[src/rtl/gss_pkg.sv]
package gss_pkg;

    // number of coefficient bytes in one input word, secret included
    localparam int NUM_COEFS = 8;

    // share count saturates here
    localparam logic [3:0] MAX_SHARES = 4'd8;

    // field reduction for x^8 + x^4 + x^3 + x + 1
    localparam logic [7:0] GF_REDUCE = 8'h1B;
    localparam logic [7:0] GF_TOPBIT = 8'h80;

    // register indexes on the configuration port
    localparam logic REG_SHARE_COUNT = 1'b0;
    localparam logic REG_THRESHOLD   = 1'b1;

    typedef struct packed {
        logic [7:0] secret_byte;
        logic [7:0] coef_one;
        logic [7:0] coef_two;
        logic [7:0] coef_three;
        logic [7:0] coef_four;
        logic [7:0] coef_five;
        logic [7:0] coef_six;
        logic [7:0] coef_seven;
    } in_word_t;

    typedef struct packed {
        logic [3:0] share_x;
        logic [7:0] share_y;
        logic       last_share;
    } out_word_t;

    typedef logic [NUM_COEFS-1:0][7:0] coef_vec_t;

    // one evaluation point travelling down the chain
    typedef struct packed {
        logic [3:0] x;
        logic       last;
        logic [7:0] y;
        coef_vec_t  coefs;
    } token_t;

    // GF(2^8) multiply, shift and add
    function automatic logic [7:0] gf_mul(logic [7:0] a, logic [7:0] b);
        logic [7:0] acc;
        logic [7:0] p;
        acc = 8'h00;
        p   = a;
        for (int i = 0; i < 8; i++) begin
            if (b[i])
            begin
                acc = acc ^ p;
            end
            if ((p & GF_TOPBIT) != 8'h00)
            begin
                p = (p << 1) ^ GF_REDUCE;
            end
            else
            begin
                p = p << 1;
            end
        end
        return acc;
    endfunction

endpackage

[src/rtl/gf256_shamir_share_split_unit.sv]
// Shamir share split over GF(2^8), reduction polynomial 0x11B.
// item channel: one secret byte with seven coefficient bytes per word,
// accepted when item_valid is high and item_stall is low.
// share channel: share_count words per item (saturated at eight), share_x
// running 1 upward, last_share set on the final one; a share count of zero
// gives no words.
// Configuration through the APB port: share_count at address 0, threshold at
// address 4; both are sampled when an item is accepted.
// Throughput: one share word per cycle while share_stall does not hold a
// word up; the x sequencer feeds a chain of MAX_THRESHOLD horner cells.
// Each x runs from the sequencer register through the cells to the output register.
// The next item is taken in the cycle its predecessor's last x enters the chain.
// When share_stall is held with a word waiting, the whole chain and the
// sequencer freeze; nothing is dropped, item_stall rises once the sequencer
// is busy.
// Reset clears all valid bits and sets share_count to 5 and threshold to 3.
module gf256_shamir_share_split_unit #(
    parameter int MAX_THRESHOLD = 8
) (
    input  logic               clk,
    input  logic               rst_n,
    // configuration
    input  logic               psel,
    input  logic               penable,
    input  logic               pwrite,
    input  logic [2:0]         paddr,
    input  logic [31:0]        pwdata,
    output logic [31:0]        prdata,
    output logic               pready,
    // input words
    input  logic               item_valid,
    output logic               item_stall,
    input  gss_pkg::in_word_t  item,
    // share words
    output logic               share_valid,
    input  logic               share_stall,
    output gss_pkg::out_word_t share
);

    logic [3:0]         share_count_reg;
    logic [3:0]         threshold_reg;
    logic               share_valid_reg;
    gss_pkg::out_word_t share_reg;
    logic               adv;
    logic               reg_sel;

    logic            tok_valid [MAX_THRESHOLD+1];
    gss_pkg::token_t tok       [MAX_THRESHOLD+1];

    // register file
    assign pready  = 1'b1;
    assign reg_sel = paddr[2];

    always_ff @(posedge clk or negedge rst_n)
    begin
        if (!rst_n)
        begin
            share_count_reg <= 4'd5;
            threshold_reg   <= 4'd3;
        end
        else if (psel && penable && pwrite)
        begin
            unique case (reg_sel)
                gss_pkg::REG_SHARE_COUNT: share_count_reg <= pwdata[3:0];
                gss_pkg::REG_THRESHOLD:   threshold_reg   <= pwdata[3:0];
                default: ;
            endcase
        end
    end

    always_comb
    begin
        unique case (reg_sel)
            gss_pkg::REG_SHARE_COUNT: prdata = {28'd0, share_count_reg};
            gss_pkg::REG_THRESHOLD:   prdata = {28'd0, threshold_reg};
            default:                  prdata = 32'd0;
        endcase
    end

    // chain moves unless a share word is held up
    assign adv = !(share_valid_reg && share_stall);

    gss_issue #(
        .MAX_THRESHOLD(MAX_THRESHOLD)
    ) u_issue (
        .clk         (clk),
        .rst_n       (rst_n),
        .adv         (adv),
        .share_count (share_count_reg),
        .threshold   (threshold_reg),
        .item_valid  (item_valid),
        .item_stall  (item_stall),
        .item        (item),
        .tok_valid   (tok_valid[0]),
        .tok         (tok[0])
    );

    // horner cells, highest coefficient first
    for (genvar k = 0; k < MAX_THRESHOLD; k++)
    begin : g_cell
        gss_cell #(
            .COEF_IDX(MAX_THRESHOLD - 1 - k)
        ) u_cell (
            .clk       (clk),
            .rst_n     (rst_n),
            .adv       (adv),
            .tok_valid (tok_valid[k]),
            .tok       (tok[k]),
            .out_valid (tok_valid[k+1]),
            .out_tok   (tok[k+1])
        );
    end

    // output register
    always_ff @(posedge clk or negedge rst_n)
    begin
        if (!rst_n)
        begin
            share_valid_reg <= 1'b0;
        end
        else if (adv)
        begin
            share_valid_reg <= tok_valid[MAX_THRESHOLD];
        end
    end

    always_ff @(posedge clk)
    begin
        if (adv && tok_valid[MAX_THRESHOLD])
        begin
            share_reg.share_x    <= tok[MAX_THRESHOLD].x;
            share_reg.share_y    <= tok[MAX_THRESHOLD].y;
            share_reg.last_share <= tok[MAX_THRESHOLD].last;
        end
    end

    assign share_valid = share_valid_reg;
    assign share       = share_reg;

endmodule

[src/rtl/gss_cell.sv]
module gss_cell #(
    parameter int COEF_IDX = 0
) (
    input  logic            clk,
    input  logic            rst_n,
    input  logic            adv,
    input  logic            tok_valid,
    input  gss_pkg::token_t tok,
    output logic            out_valid,
    output gss_pkg::token_t out_tok
);

    localparam int IDX_W = $clog2(gss_pkg::NUM_COEFS);

    logic            valid_reg;
    gss_pkg::token_t tok_reg;
    gss_pkg::token_t tok_next;

    // one horner step: y * x + coefficient
    always_comb
    begin
        tok_next   = tok;
        tok_next.y = gss_pkg::gf_mul(tok.y, {4'b0000, tok.x})
                     ^ tok.coefs[IDX_W'(COEF_IDX)];
    end

    always_ff @(posedge clk or negedge rst_n)
    begin
        if (!rst_n)
        begin
            valid_reg <= 1'b0;
        end
        else if (adv)
        begin
            valid_reg <= tok_valid;
        end
    end

    always_ff @(posedge clk)
    begin
        if (adv && tok_valid)
        begin
            tok_reg <= tok_next;
        end
    end

    assign out_valid = valid_reg;
    assign out_tok   = tok_reg;

endmodule

[src/rtl/gss_issue.sv]
module gss_issue #(
    parameter int MAX_THRESHOLD = 8
) (
    input  logic              clk,
    input  logic              rst_n,
    input  logic              adv,
    input  logic [3:0]        share_count,
    input  logic [3:0]        threshold,
    input  logic              item_valid,
    output logic              item_stall,
    input  gss_pkg::in_word_t item,
    output logic              tok_valid,
    output gss_pkg::token_t   tok
);

    logic               busy_reg;
    logic [3:0]         x_reg;
    logic [3:0]         cnt_reg;
    gss_pkg::coef_vec_t coef_reg;

    logic               last_x;
    logic               accept;
    logic [3:0]         cnt_eff;
    logic [3:0]         terms;
    gss_pkg::coef_vec_t raw;
    gss_pkg::coef_vec_t masked;

    // handshake: take a new word while the last x of the previous one leaves
    always_comb
    begin
        last_x     = (x_reg == cnt_reg);
        item_stall = busy_reg && !(adv && last_x);
        accept     = item_valid && !item_stall;
    end

    // saturate the registers and drop coefficients above the threshold
    always_comb
    begin
        cnt_eff = (share_count > gss_pkg::MAX_SHARES) ? gss_pkg::MAX_SHARES : share_count;
        if (threshold == 4'd0)
        begin
            terms = 4'd1;
        end
        else if (threshold > 4'(MAX_THRESHOLD))
        begin
            terms = 4'(MAX_THRESHOLD);
        end
        else
        begin
            terms = threshold;
        end
        raw[0] = item.secret_byte;
        raw[1] = item.coef_one;
        raw[2] = item.coef_two;
        raw[3] = item.coef_three;
        raw[4] = item.coef_four;
        raw[5] = item.coef_five;
        raw[6] = item.coef_six;
        raw[7] = item.coef_seven;
        for (int i = 0; i < gss_pkg::NUM_COEFS; i++) begin
            masked[i] = (4'(i) < terms) ? raw[i] : 8'h00;
        end
    end

    // x sequencer
    always_ff @(posedge clk or negedge rst_n)
    begin
        if (!rst_n)
        begin
            busy_reg <= 1'b0;
            x_reg    <= 4'd1;
            cnt_reg  <= 4'd1;
        end
        else if (accept)
        begin
            busy_reg <= (cnt_eff != 4'd0);
            x_reg    <= 4'd1;
            cnt_reg  <= cnt_eff;
        end
        else if (busy_reg && adv)
        begin
            if (last_x)
            begin
                busy_reg <= 1'b0;
            end
            else
            begin
                x_reg <= x_reg + 4'd1;
            end
        end
    end

    always_ff @(posedge clk)
    begin
        if (accept)
        begin
            coef_reg <= masked;
        end
    end

    // token into the first cell, accumulator starts at zero
    always_comb
    begin
        tok_valid = busy_reg;
        tok.x     = x_reg;
        tok.last  = last_x;
        tok.y     = 8'h00;
        tok.coefs = coef_reg;
    end

endmodule

[config.mk]
export PLATFORM = sky130hd
export DESIGN_NAME = gf256_shamir_share_split_unit
export DESIGN_NICKNAME = d
export VERILOG_FILES = /design/src/rtl/gss_pkg.sv /design/src/rtl/gf256_shamir_share_split_unit.sv /design/src/rtl/gss_cell.sv /design/src/rtl/gss_issue.sv
export SDC_FILE = /design/constraint.sdc
export NUM_CORES = 1
export LEC_CHECK = 0
export BUFFER_PORTS_ARGS = -buffer_cell sky130_fd_sc_hd__buf_2
export CAP_MARGIN = 30
export CORE_MARGIN = 2
export CORE_UTILIZATION = 45
export CTS_BUF_LIST = sky130_fd_sc_hd__clkbuf_4
export CTS_CLUSTER_SIZE = 10
export DETAILED_ROUTE_END_ITERATION = 12
export PLACE_DENSITY = 0.74
export REMOVE_ABC_BUFFERS = 1
export SYNTH_ARGS = -nofsm -noshare
export SYNTH_HDL_FRONTEND = slang
export SYNTH_SLANG_ARGS = --single-unit
[constraint.sdc]
create_clock -name clk -period 10.9 [get_ports clk]
set_clock_uncertainty 0.1 [all_clocks]
set_input_delay 0.545 -clock clk [delete_from_list [all_inputs] [get_ports clk]]
set_output_delay 0.545 -clock clk [all_outputs]
set_load 0.005 [all_outputs]
==> results.md <==
- Most frequent cells in the layout: edfxtp_1, clkbuf_4, nand2_1
- Fmax: 299 MHz
- Placement Cell Area: 12800 µm²
- Residual DRC: 0
- PwrDens: 322 nW/µm²
- Detailed-route wire length: 16.3 mm
- Resized cells post-CTS: 0
- Num CTS Buffers: 77
- Clock Sinks: 319
- CTS Hold Bufs: 32
- R2R depth: 6
- Iteration-0 DRC Markers: 212
- Max reg flops: 248
- CTS max path bufs: 3
- Netlist Area Pre-Place: 12200 µm²
- Routed WL per cell: 12.9 µm
- Critical Path RT: 10.26 ns
- Vias in the first global route: 5961
- Avg Cell Area, Syn: 16.9 µm²
- Most common cell after layout, fill and taps aside: edfxtp_1
- Worst hold slack: 0.0786 ns
- Number of top-level pins: 154
- Buffers added on ports: 62
- CTS root buffer: clkbuf_4
- Syn Inst Count: 721
- GR Util All Layers: 11.9%
- Total die area: 28500 µm²
- Overall via count from detail_route: 5782
- Final Hold Viols: 0
- Total of max-cap violations: 0
- Slew HR: 35.5%
- Non-Filler Instances: 1266
- Post-layout util: 52.7%
- Reg clk slew, reported paths: 0.07 ns
- Reg-to-reg critical path startpoint: u_issue.x_reg[0]
- Worst R2R End: u_issue.tok[8]
- Hold wc startpoint: item[48]
- Placed insts: 1095
- P_leak: 5.28 nW
- PnR worst setup slack: 7.55 ns
- H-tree depth reported by CTS: 3
- First-pass GRT wire length: 27.4 mm
- Die height: 169 µm
- Max Slew Vio Count: 0
- Placer's final routability congestion estimate: 0.784
- Post-synth top flop: edfxtp_1
- Async SR Flop Fraction: 8.15%
- Sequential area share after synthesis: 77.4%
- Period Utilization, post-route: 30.7%
- Largest net degree at the start of global routing: 39
- RSZ-0062 raised after global routing: false
- CORE AREA: 26800 µm²
- Max VDD drop: 0.000141 V
- Initial antenna violation count: 1
- Die width: 169 µm
- Final Setup Violations: 0
- Worst min path class: input pin to flop
- Hold path endpoint: u_issue.tok[8]
- Post-route minimum period: 3.35 ns
- Hold Crit Depth: 2
- TritonCTS clock tree: yes
- Slew @ Worst Pin: 0.961 ns
- Status: finished, final reports clean
- Final ANT Viol Nets: 0
- CP Launch Type: flop
- Total Neg Setup Slack: 0 ns
- CP Class: flop to output pin
- Cell variety after synth: 42
- Post-route cell area: 14100 µm²
- Net count, final: 973
- Skew-Pair Late Insertion Delay: 0.67 ns
- R2R Setup Slk: 8.14 ns
- Via/cell ratio: 4.57
- Crit end category: output pin
- Yosys warnings: 0
- Num rows: 60
- Seq cells post-synth: 319
- First-pass iteration count of the detailed router: 4
- Post-DP HPWL: 10.3 mm
- Setup repair bufs after CTS: 0
- Layout overhead on the synthesized area: 15.6%
- Post-synth EDFFs: 293
- Crit path max fanout: 10
- Starting density of the core: 45.6%
- Total power draw: 4.54 mW
- Setup WS pre-CTS: 7.82 ns
- CP arrival: 2.70 ns
- Share of cells above drive strength 1: 23.3%
- Total congestion overflow: 0
- CP Launch Point: u_issue.x_reg[0]
==> synth_stat cells (2+ instances only) <==
cell type	n	area share, %
dfrtp_1	20	4.1
a21oi_1	4	0.16
o211ai_1	4	0.25
and2_1	10	0.51
nor2b_1	38	1.9
buf_4	29	1.8
xor2_1	50	3.6
nand2_1	92	2.8
or4_1	2	0.12
nand4_1	5	0.26
dfstp_2	6	1.3
nand4b_1	2	0.14
inv_1	4	0.12
clkbuf_1	27	0.83
a21o_1	8	0.49
buf_2	7	0.29
xnor2_1	56	4.0
mux2_2	12	1.1
xnor3_1	9	1.7
mux2i_1	10	0.82
nand3_1	6	0.25
edfxtp_1	293	72
a22o_1	2	0.14
nor2_1	6	0.18
conb_1	2	0.061
==> per-layer routing <==
layer | track usage (%) | vias to the layer above | wire length, µm
met1 | 13.5 | 2740 | 6730
met5 | 0 | - | 0
met4 | 5.92 | 0 | 384
met3 | 3.39 | 40 | 803
met2 | 20.7 | 151 | 8380
li1 | - | 2851 | -
==> critical path, stage by stage, from the launching register on <==
cell and delay [ns]:
dfstp_2 0.59, xor2_1 0.09, or4_1 0.68, clkinv_2 0.21, nand2_1 0.14, and2_1 0.22, buf_2 0.12
==> power by group <==
group          switching [mW]  internal, mW
Sequential              0.261          2.14
Clock                   0.443         0.485
Combinational           0.628         0.584
Total                    1.33          3.21
==> cell type report <==
type | instances | area, µm²
fillers | 2089 | 12700
clock buffers | 113 | 848
repair buffers | 102 | 731
inverters | 5 | 20.0
clock inverters | 24 | 136
diodes | 1 | 2.50
well taps | 341 | 427
flip-flops and latches | 319 | 9460
multi-input cells | 361 | 2500
==> worst max path at each step <==
stage	cells after the start	slack, ns	endpoint
floorplan	5	6.43	u_issue.tok[0]
global placement	5	7.88	u_issue.tok[24]
finish	6	7.55	item_stall
CTS	6	7.49	item_stall
detailed placement	5	7.82	u_issue.tok[26]
global route	6	7.39	item_stall
==> logic make-up after synthesis <==
| family | share of synthesized area, % |
|---|---|
| flip-flops | 77.4 |
| AND/OR/NAND/NOR | 6.43 |
| XOR/XNOR | 9.26 |
| buffers and inverters | 3.06 |
| AO/OA/AOI/OAI | 1.73 |
| multiplexers | 1.93 |
| other | 0.0615 |
| adder cells (fa/ha/maj) | 0.102 |
Note: power is estimated with default switching activity, not from simulation.
